--- src/rtl/bdau_pkg.sv ---
// ----------------------------------------------------------------------------
// bdau_pkg
// Types and constants shared by the binary to decimal ASCII unit.
// ----------------------------------------------------------------------------
package bdau_pkg;

	localparam int VALUE_W   = 32;
	localparam int BIT_CNT_W = 5;
	localparam int CHAR_W    = 6;

	// '0' is 6'b110000; digit sits in the low nibble
	localparam logic [1:0] ASCII_DIGIT_HI = 2'b11;

	typedef struct packed {
		logic clr;
		logic dabble;
		logic move;
	} cell_ctl_t;

	typedef enum logic [3:0] {
		ST_IDLE = 4'b0001,
		ST_CONV = 4'b0010,
		ST_SKIP = 4'b0100,
		ST_EMIT = 4'b1000
	} state_t;

endpackage

--- src/rtl/bdau_cell.sv ---
// ----------------------------------------------------------------------------
// bdau_cell
// One BCD digit of the converter chain: add-3 / shift-left step during
// conversion, digit hand-over to the upper neighbor during output.
// ----------------------------------------------------------------------------
module bdau_cell
	import bdau_pkg::*;
(
	input  logic       clk,
	input  cell_ctl_t  ctl,
	input  logic       bit_in,
	input  logic [3:0] digit_in,
	output logic [3:0] digit_q,
	output logic       carry
);

	logic [3:0] adj;

	assign adj   = (digit_q >= 4'd5) ? (digit_q + 4'd3) : digit_q;
	assign carry = adj[3];

	always_ff @(posedge clk) begin
		if (ctl.clr) begin
			digit_q <= 4'd0;
		end else if (ctl.dabble) begin
			digit_q <= {adj[2:0], bit_in};
		end else if (ctl.move) begin
			digit_q <= digit_in;
		end
	end

endmodule

--- src/rtl/binary_to_decimal_ascii_unit.sv ---
// Sequence: a bit-serial conversion phase, then a phase dropping leading
// zeros, then one digit per cycle while out_ready is high.
// The bit-serial shift through the digit cell chain sets the pace; the next
// word is taken after the last digit is accepted. arst_n clears the
// sequencer; digit cells are unreset.
// ----------------------------------------------------------------------------
// binary_to_decimal_ascii_unit
// 32-bit unsigned to decimal ASCII, most significant digit first, leading
// zeros suppressed, last digit flagged.
// ----------------------------------------------------------------------------
module binary_to_decimal_ascii_unit
	import bdau_pkg::*;
#(
	parameter int MAX_DIGITS = 10
) (
	input  logic                clk,
	input  logic                arst_n,
	input  logic                in_valid,
	output logic                in_ready,
	input  logic [VALUE_W-1:0]  value,
	output logic                out_valid,
	input  logic                out_ready,
	output logic [CHAR_W-1:0]   digit_char,
	output logic                last_digit
);

	localparam int REM_W = $clog2(MAX_DIGITS + 1);

	state_t               state_q;
	logic [VALUE_W-1:0]   shreg_q;
	logic [BIT_CNT_W-1:0] bitcnt_q;
	logic [REM_W-1:0]     rem_q;
	logic                 ovf_q;
	cell_ctl_t            ctl;

	logic [3:0] dig   [MAX_DIGITS];
	logic       carry [MAX_DIGITS];
	logic [3:0] top_digit;
	logic       skip_zero;

	assign top_digit = dig[MAX_DIGITS-1];
	assign skip_zero = !ovf_q && (top_digit == 4'd0) && (rem_q > REM_W'(1));

	assign in_ready   = (state_q == ST_IDLE);
	assign out_valid  = (state_q == ST_EMIT);
	assign digit_char = {ASCII_DIGIT_HI, top_digit};
	assign last_digit = (rem_q == REM_W'(1));

	always_comb begin
		ctl.clr    = in_valid && in_ready;
		ctl.dabble = (state_q == ST_CONV);
		ctl.move   = ((state_q == ST_SKIP) && skip_zero) ||
		             ((state_q == ST_EMIT) && out_ready);
	end

	for (genvar i = 0; i < MAX_DIGITS; i++) begin : g_cell
		if (i == 0) begin : g_first
			bdau_cell u_cell (
				.clk      (clk),
				.ctl      (ctl),
				.bit_in   (shreg_q[VALUE_W-1]),
				.digit_in (4'd0),
				.digit_q  (dig[i]),
				.carry    (carry[i])
			);
		end else begin : g_next
			bdau_cell u_cell (
				.clk      (clk),
				.ctl      (ctl),
				.bit_in   (carry[i-1]),
				.digit_in (dig[i-1]),
				.digit_q  (dig[i]),
				.carry    (carry[i])
			);
		end
	end

	always_ff @(posedge clk) begin
		if (ctl.clr) begin
			shreg_q <= value;
		end else if (ctl.dabble) begin
			shreg_q <= {shreg_q[VALUE_W-2:0], 1'b0};
		end
	end

	always_ff @(posedge clk or negedge arst_n) begin
		if (!arst_n) begin
			state_q  <= ST_IDLE;
			bitcnt_q <= '0;
			rem_q    <= '0;
			ovf_q    <= 1'b0;
		end else begin
			case (state_q)
				ST_IDLE: begin
					if (in_valid) begin
						state_q  <= ST_CONV;
						bitcnt_q <= '0;
						ovf_q    <= 1'b0;
					end
				end
				ST_CONV: begin
					ovf_q    <= ovf_q | carry[MAX_DIGITS-1];
					bitcnt_q <= bitcnt_q + BIT_CNT_W'(1);
					if (bitcnt_q == BIT_CNT_W'(VALUE_W - 1)) begin
						state_q <= ST_SKIP;
						rem_q   <= REM_W'(MAX_DIGITS);
					end
				end
				ST_SKIP: begin
					if (skip_zero) begin
						rem_q <= rem_q - REM_W'(1);
					end else begin
						state_q <= ST_EMIT;
					end
				end
				ST_EMIT: begin
					if (out_ready) begin
						rem_q <= rem_q - REM_W'(1);
						if (last_digit) begin
							state_q <= ST_IDLE;
						end
					end
				end
				default: begin
					state_q <= ST_IDLE;
				end
			endcase
		end
	end

endmodule

--- config.mk ---
export PLATFORM = sky130hd
export DESIGN_NAME = binary_to_decimal_ascii_unit
export DESIGN_NICKNAME = d
export VERILOG_FILES = /design/src/rtl/bdau_pkg.sv /design/src/rtl/bdau_cell.sv /design/src/rtl/binary_to_decimal_ascii_unit.sv
export SDC_FILE = /design/constraint.sdc
export NUM_CORES = 1
export LEC_CHECK = 0
export BUFFER_PORTS_ARGS = -buffer_cell sky130_fd_sc_hd__buf_4
export CELL_PAD_IN_SITES_DETAIL_PLACEMENT = 0
export CELL_PAD_IN_SITES_GLOBAL_PLACEMENT = 1
export CORE_AREA = 2 2 105 107
export DETAILED_ROUTE_END_ITERATION = 10
export DIE_AREA = 0 0 107 109
export PLACE_DENSITY = 0.94
export SLEW_MARGIN = 10
export SYNTH_ARGS = -nofsm -noshare
export SYNTH_HDL_FRONTEND = slang
export SYNTH_SLANG_ARGS = --single-unit
export TNS_END_PERCENT = 20
--- constraint.sdc ---
create_clock -name clk -period 5.2 [get_ports clk]
set_clock_uncertainty 0.15 [all_clocks]
set_input_delay 1.04 -clock clk [delete_from_list [all_inputs] [get_ports clk]]
set_output_delay 1.04 -clock clk [all_outputs]
set_load 0.01 [all_outputs]
# ---- After elaboration in Yosys (flattened, before gate mapping)
# Cells that the tools add are included.
dict set report totals {
  ff_bits 86
  inputBits 36
  out_inout_bits 9
}
dict set report op_classes {
  n_addsub 12
  n_lt_le_gt_ge 11
  eq_ne 12
  mux 46
  n_bitwise 1
  n_reduce_logical 15
}
# operator count
set ops {}
lappend ops {{2-to-1 mux 4 bit} 38}
lappend ops {{2-to-1 mux 32 bit} 2}
lappend ops {{adder 4 x 2 -> 4 bit, second input constant} 10}
lappend ops {{greater-or-equal comparator 4 x 3 -> 1 bit, second input constant} 10}
lappend ops {{case mux 4 bit (4 select lines)} 1}
lappend ops {{case mux 4 bit (3 select lines)} 1}
lappend ops {{case mux 5 bit (2 select lines)} 1}
lappend ops {{== test 4 x 1 -> 1 bit, second input constant} 2}
lappend ops {{!= test 2 x 1 -> 1 bit, second input constant} 3}
lappend ops {{!= test 2 bit, second input constant} 3}
lappend ops {{nonzero test 2 bit} 3}
lappend ops {{adder 5 x 1 -> 5 bit, second input constant} 1}
lappend ops {{== test 5 bit, second input constant} 1}
lappend ops {{logical AND 1 bit} 5}
lappend ops {{2-to-1 mux 5 bit} 1}
lappend ops {{AND reduction 5 bit} 1}
lappend ops {{== test 4 x 2 -> 1 bit, second input constant} 1}
lappend ops {{== test 4 x 3 -> 1 bit, second input constant} 1}
lappend ops {{== test 4 bit, second input constant} 1}
lappend ops {{greater-than comparator 4 x 1 -> 1 bit, second input constant} 1}
lappend ops {{zero test 4 bit} 1}
lappend ops {{AND reduction 4 bit} 1}
lappend ops {{subtractor 4 x 1 -> 4 bit, second input constant} 1}
lappend ops {{nonzero test 3 bit} 1}
lappend ops {{6 further kinds} 6}

# ---- Depth between registers and ports, before layout
# Gate-level depths: netlist (run 1).
dict set report depth {
  word_depth 7
  ltp_mapped 9
  ltp_nobuf 8
}

# ---- Cells and area by module
# From an unflattened synthesis (run 1), not the netlist that was laid out.
dict set report hier_totals {
  hier_cells 578
  area_unflattened_um2 5082.4
}
# module n_inst cells_each area_each_um2 seq_area_each_um2
set by_module_without_submodules {}
lappend by_module_without_submodules {bdau_cell 10 35 280.3 80.1}
lappend by_module_without_submodules {binary_to_decimal_ascii_unit 1 228 2279.7 1312.5}

# ---- Least setup slack after synthesis (run 1)
# No wires, ideal clock.
dict set report synth_path {
  path_type {input port to flip-flop}
  startpoint {input in_valid}
  endpoint {register shreg_q[0], enable pin}
  setup_ns 0.387
  arrival_ns 1.936
  t_required_ns 4.663
  setup_slack_ns 2.727
  cell_stages 3
  path_buffers 0
  path_cell_list {and3_1 nor2_1 inv_1}
}
dict set report synth_via {
  elab_chain_cells 2
}
# item line_no
set synth_lines {}
lappend synth_lines {{start, declared} binary_to_decimal_ascii_unit.sv:18} ;# input logic in_valid,
lappend synth_lines {{logical AND 1 bit} binary_to_decimal_ascii_unit.sv:50} ;# ctl.clr = in_valid && in_ready;
lappend synth_lines {{nonzero test 2 bit (no source line)} -}
lappend synth_lines {{end signal, assigned} binary_to_decimal_ascii_unit.sv:80} ;# shreg_q <= value;
lappend synth_lines {{end signal, assigned} binary_to_decimal_ascii_unit.sv:82} ;# shreg_q <= {shreg_q[VALUE_W-2:0], 1'b0};
lappend synth_lines {{end, declared} binary_to_decimal_ascii_unit.sv:30} ;# logic [VALUE_W-1:0] shreg_q;
# No other way between the ends.
# A chain may end at the register's enable or synchronous reset.

# ---- Worst setup path after layout (run 1)
dict set report layout_path {
  startpoint {register state_q[1]}
  endpoint {register shreg_q[2], enable pin}
}
dict set report layout_via {
  elab_chain_cells 3
  elab_cells_between_ends 4
  classes_between {eq/ne: 2; reduce/logical: 2}
}
# item line_no
set layout_lines {}
lappend layout_lines {{start, declared} binary_to_decimal_ascii_unit.sv:29} ;# state_t state_q;
lappend layout_lines {{start signal, assigned} binary_to_decimal_ascii_unit.sv:88} ;# state_q <= ST_IDLE;
lappend layout_lines {{start signal, assigned} binary_to_decimal_ascii_unit.sv:96} ;# state_q <= ST_CONV;
lappend layout_lines {{start signal, assigned} binary_to_decimal_ascii_unit.sv:105} ;# state_q <= ST_SKIP;
lappend layout_lines {{== test 4 x 1 -> 1 bit} binary_to_decimal_ascii_unit.sv:44} ;# assign in_ready = (state_q == ST_IDLE);
lappend layout_lines {{logical AND 1 bit} binary_to_decimal_ascii_unit.sv:50}
lappend layout_lines {{nonzero test 2 bit (no source line) (*)} -}
# Every way passes the cells marked *; elsewhere a longest branch is shown, timed or not.

==> results of run 1 <==
==> cell type report <==
cell class	instances	area share
clock buffers	9	0.0225
inverters	35	0.0238
multi-input cells	429	0.469
clock inverters	7	0.00749
flip-flops and latches	86	0.383
well taps	140	0.0318
repair buffers	46	0.0626
==> stage by stage <==
| stage | util | hold slack (ns) | worst slack, ns | instances |
|---|---|---|---|---|
| after CTS | 0.520 | 0.344 | 2.04 | 752 |
| after global routing | 0.520 | 0.355 | 1.78 | 752 |
| after floorplan | - | 0.303 | 2.73 | 596 |
| after global placement | 0.505 | 0.327 | 1.87 | 736 |
| after detailed placement | 0.505 | 0.331 | 1.82 | 736 |
| final | 0.520 | 0.345 | 2.08 | 752 |
==> per-layer routing <==
metal  GRT usage  wire length (µm)  vias to the layer above
li1            -                 -                     2080
met1       0.241              4840                     1917
met2       0.308              4920                       71
met3      0.0239               299                        8
met4      0.0724               118                        0
met5           0                 0                        -
==> worst register-to-register path: stages, from the launching register on <==
cell	delay [ns]
dfrtp_1	0.49
nor3_1	0.36
and3_2	0.22
buf_4	0.41
nor2_1	0.22
inv_1	0.86
==> power breakdown <==
| group | internal, mW | switching, mW | total, mW |
|---|---|---|---|
| combinational | 0.442 | 0.640 | 1.08 |
| clock | 0.169 | 0.244 | 0.413 |
| sequential | 1.01 | 0.209 | 1.22 |
==> synth_stat cells, types with 8 or more instances <==
master / instances
dfrtp_1: 13
edfxtp_1: 32
inv_1: 35
nand2_1: 135
clkbuf_1: 24
a21oi_1: 73
mux2i_1: 9
nor3_1: 10
o21ai_0: 27
nor2_1: 17
ha_1: 25
buf_2: 9
o21a_1: 8
a31oi_1: 18
dfxtp_1: 40
nand2b_1: 12
o21ai_1: 11
o32a_1: 8
xnor2_1: 10
==> state kept, by name, indices dropped and copies added (netlist names) <==
| register | cells |
|---|---|
| g_cell.g_first.u_cell.digit_q | 4 |
| ovf_q | 1 |
| bitcnt_q | 5 |
| shreg_q | 32 |
| g_cell.g_next.u_cell.digit_q | 36 |
| state_q | 4 |
| rem_q | 4 |
==> worst paths after layout <==
| check | start | endpoint | slack, ns |
|---|---|---|---|
| hold reg to reg | g_cell[5].g_next.u_cell.digit_q[3] | g_cell[5].g_next.u_cell.digit_q[3] | 0.35 |
| setup / recovery | state_q[1] | shreg_q[2] | 2.08 |
| max in group asynchronous | arst_n | state_q[0] | 4.31 |
| setup reg to reg | state_q[1] | shreg_q[2] | 2.08 |
| min in group asynchronous | arst_n | rem_q[0] | 0.36 |
| hold / removal | g_cell[5].g_next.u_cell.digit_q[3] | g_cell[5].g_next.u_cell.digit_q[3] | 0.35 |
==> cells by family (layout without fill, tap and decap cells) <==
group | Yosys count | after routing
xor+xnor | 11 | 11
mux | 9 | 9
flops | 86 | 86
simple gates | 204 | 204
fa+ha+maj | 25 | 25
compound gates | 178 | 178
buf+inv | 81 | 97
other cells | 1 | 2
==> impl_metrics.ini, run 1 <==
[status]
status = finished clean

[route]
first_pass_iters = 4
wl_um = 10200
viasPerCell = 5.42
wl_per_cell_um = 13.5
final_antenna_net_count = 0
vias = 4076
drc = 0
drt_iter0_drc = 249

[placement]
place_congestion = 0.813
dp_hpwl_um = 6470
io_buffers = 42
dpl_cell_area_um2 = 5350

[critical_path]
cp_cell_sequence = nor3_1 > and3_2 > buf_4 > nor2_1 > inv_1
slowest_delay_ns = 0.86
cp.depth = 5
cp.arrival_ns = 2.94
cp_top_family = buffers and inverters
crit_path_end_kind = flop
path_buf_inv = 2
ff2ff_path_depth = 5
cp_max_fo = 48
cp-start-kind = flop
path_class = flop to flop
slowest_stage = inv_1
worstPathRequired_ns = 5.02

[pwr]
p_total_mw = 2.72
cellPowerDensity_nw_per_um2 = 492
leakage_nw = 2.25
ir_drop_mv = 0.213

[die]
die_area_um2 = 11700
die_w_um = 107
die_h_um = 109
initial_core_util = 0.476
core-area_um2 = 10600
row_count = 38
io_pins = 45

[finish]
nFillCells = 989
seq_area_um2 = 2110
drive_gt1_frac = 0.123
final_cell_mix = 135 x nand2_1, 73 x a21oi_1, 46 x buf_4
synthToLayoutAreaGrowth_pct = 9.35
antenna_cells = 0
layout.nets = 668
final_common_cell = nand2_1
fin_area_um2 = 5520
multi_input_area_um2 = 2580

[clock_network]
cts_resized = 0
h-tree-depth = 3
clkSinkCount = 86
post-cts-setup-buffers = 0
clock_tree.buffer_depth = 2
hold_buffers = 0
clkLatencyLatePin_ns = 0.36
cts_tree = done
clk_pin_slew_ns = 0.09
cts-root-buf = clkbuf_8
numCtsBuffers = 9

[synthesis]
synth_edf_count = 32
synthDistinctLibCells = 55
synth_top_family_by_area = compound AO/OA/AOI/OAI gates
synth_area_um2 = 5040
muxShareOfSynthArea = 0.0179
yosys.area_share.simple = 0.187
yosysTopAreaCellShare = 0.191
syn_inst = 595
synth-adder-area-share = 0.0620
synth-seq-cells = 86
ys_seq_area_frac = 0.419
synth_area_leader_cell = edfxtp_1
synth_compound_area_frac = 0.222
async_reset_ff_frac = 0.163
yosys_warnings = 0
synthTopCellsByArea = edfxtp_1 19%, dfxtp_1 16%, nand2_1 10%, a21oi_1 7.2%, dfrtp_1 6.5%
synthFlopType = dfxtp_1
synth_xor_area_frac = 0.0191
postSynthAreaPerCell_um2 = 8.48

[global_route]
antenna_found_initial = 0
grt_pass1_wl_um = 17400
grt_max_degree = 60
globalRouteOverflowTotal = 0
grt_pass1_vias = 3798
track_usage = 0.184

[job]
cap_viol_max_count = 0

[timing]
report.final.slew_viol_count = 0
finalSetupViolCount = 0
min_period_ns = 3.12
fmax_mhz = 321
finalCritPeriodShare = 0.599
slew_headroom = 0.219
hold_violations = 0
setup_tns_ns = 0
rsz0062_at_grt = no
tightest_slew_ns = 1.17

[hold_path]
holdPathStages = 2
min_path_type = flop to flop
(Power assumes the default switching activity.)
==> inputs of run 2 (changes only) <==
--- a/config.mk
+++ b/config.mk
@@ -8,10 +8,10 @@
 export BUFFER_PORTS_ARGS = -buffer_cell sky130_fd_sc_hd__buf_4
 export CELL_PAD_IN_SITES_DETAIL_PLACEMENT = 0
 export CELL_PAD_IN_SITES_GLOBAL_PLACEMENT = 1
-export CORE_AREA = 2 2 105 107
+export CORE_AREA = 2 2 109 111
 export DETAILED_ROUTE_END_ITERATION = 10
-export DIE_AREA = 0 0 107 109
-export PLACE_DENSITY = 0.94
+export DIE_AREA = 0 0 111 113
+export PLACE_DENSITY = 0.89
 export SLEW_MARGIN = 10
 export SYNTH_ARGS = -nofsm -noshare
 export SYNTH_HDL_FRONTEND = slang
==> constraint.sdc (replaced) <==
create_clock -name clk -period 3 [get_ports clk]
set_clock_uncertainty 0.15 [all_clocks]
set_input_delay 0.6 -clock clk [delete_from_list [all_inputs] [get_ports clk]]
set_output_delay 0.6 -clock clk [all_outputs]
set_load 0.01 [all_outputs]
==> run 2 against run 1 <==
Compared with the run above: first-iteration DRC count rose by 50%; clock power rose to 3.0 times the previous value; sequential cell count unchanged; combinational power grew 81%; core utilization fell by 1.0 points; critical path type unchanged; largest cell class unchanged.
==> impl_metrics.ini, run 2 (synthesis results as in run 1) <==
[status]
status = finished clean

[pwr]
p_sw_mw = 2.02
leakage_nw = 2.36
combPwrFrac = 0.370
p_clk_frac = 0.231
switching_share = 0.380
cellPowerDensity_nw_per_um2 = 923
p_int_mw = 3.29
ir_drop_mv = 0.408
seq_power_share = 0.400

[finish]
nFillCells = 1042
layout.nets = 676
stdcell_count = 763
final_common_cell = nand2_1
antenna_cells = 0
fin_area_um2 = 5750
drive_gt1_frac = 0.135
largest_register = g_cell.g_next.u_cell.digit_q
final_cell_mix = 135 x nand2_1, 73 x a21oi_1, 53 x buf_4
largest_register_ffs = 36
top_regs = g_cell.g_next.u_cell.digit_q x36, shreg_q x32, bitcnt_q x5
synthToLayoutAreaGrowth_pct = 13.9

[die]
die_h_um = 113
die_area_um2 = 12500
row_count = 39
io_pins = 45
initial_core_util = 0.447
core-area_um2 = 11300
die_w_um = 111

[route]
vias = 4206
wl_um = 11000
viasPerCell = 5.51
first_pass_iters = 5
wl_per_cell_um = 14.4
final_antenna_net_count = 0
drc = 0
drt_iter0_drc = 373

[timing]
min_period_ns = 2.45
finalCritPeriodShare = 0.815
slew_headroom = 0.450
report.final.slew_viol_count = 0
hold_violations = 0
fmax_mhz = 409
fin_ws_ns = 0.554
setup_tns_ns = 0
finalSetupViolCount = 0
rsz0062_at_grt = no
tightest_slew_ns = 0.824

[clock_network]
post-cts-setup-buffers = 0
cts-root-buf = clkbuf_16
numCtsBuffers = 9
clk_pin_slew_ns = 0.07
clkLatencyLatePin_ns = 0.33
hold_buffers = 1
h-tree-depth = 3
clock_tree.buffer_depth = 2
cts_tree = done
clkSinkCount = 86
cts_resized = 0

[global_route]
grt_max_degree = 48
grt_pass1_vias = 4099
track_usage = 0.182
grt_pass1_wl_um = 19000
antenna_found_initial = 0
globalRouteOverflowTotal = 0

[critical_path]
cp_cell_sequence = nor3_1 > nand3_2 > buf_4 > o21ai_1 > a21oi_1
path_class = flop to flop
cp_max_fo = 39
cp-start-kind = flop
path_buf_inv = 1
cp.arrival_ns = 2.50
worstPathRequired_ns = 3.05
slowest_delay_ns = 0.69
cp_top_family = simple AND/OR/NAND/NOR gates
crit_path_end_kind = flop
slowest_stage = nand3_2

[placement]
dpl_cell_area_um2 = 5410
dp_cells = 746
dp_worst_setup_slack_ns = 0.576
dp_hpwl_um = 7250
io_buffers = 42
place_congestion = 0.820

[hold_path]
min_path_type = flop to flop

[job]
cap_viol_max_count = 0
[run 2: worst register-to-register path, stage by stage (launching register included)]
cell     delay (ns)
dfrtp_1        0.51
nor3_1         0.36
nand3_2        0.69
buf_4          0.46
o21ai_1        0.09
a21oi_1        0.05
[run 2: layout make-up]
type                       instances  area [µm²]  area share
sequential                        86        2110       0.368
clock inverter                     7         104      0.0181
clock buffer                       9         225      0.0392
tap                              143         179      0.0311
inverter                          35         131      0.0229
multi-input combinational        429        2580       0.450
timing repair buffer              54         408      0.0710
[run 2: path summary, 6_finish.rpt]
path                       slack [ns]                                  to                          startpoint  cells after the start
max in group asynchronous        1.95                          state_q[0]                              arst_n                      2
min reg2reg                      0.35  g_cell[5].g_next.u_cell.digit_q[3]  g_cell[5].g_next.u_cell.digit_q[3]                      2
min                              0.35  g_cell[5].g_next.u_cell.digit_q[3]  g_cell[5].g_next.u_cell.digit_q[3]                      2
max                              0.55  g_cell[3].g_next.u_cell.digit_q[0]                          state_q[2]                      5
max reg2reg                      0.55  g_cell[3].g_next.u_cell.digit_q[0]                          state_q[2]                      5
min in group asynchronous        0.51                               ovf_q                              arst_n                      2
[run 2: power by group through the flow]
stage                     sequential, mW  combinational (mW)  clock, mW
after floorplan                     1.97                1.62          0
after global placement              2.11                1.88          0
after detailed placement            2.13                1.95          0
after CTS                           2.12                1.97       1.25
after global routing                2.18                2.24       1.32
final                               2.12                1.96       1.22
[run 2: layer usage]
metal,wire length [µm],up-vias,GRT usage
li1,-,2111,-
met1,5250,1967,0.250
met3,483,14,0.0321
met2,5060,114,0.291
met4,155,0,0.0625
met5,0,-,0
[run 2: metrics by stage]
stage	power [mW]	hold WS (ns)	util
final	5.30	0.346	0.510
after global routing	5.74	0.370	0.510
after CTS	5.33	0.348	0.510
after detailed placement	4.08	0.315	0.480
after global placement	3.99	0.312	0.480
after floorplan	3.59	0.154	-
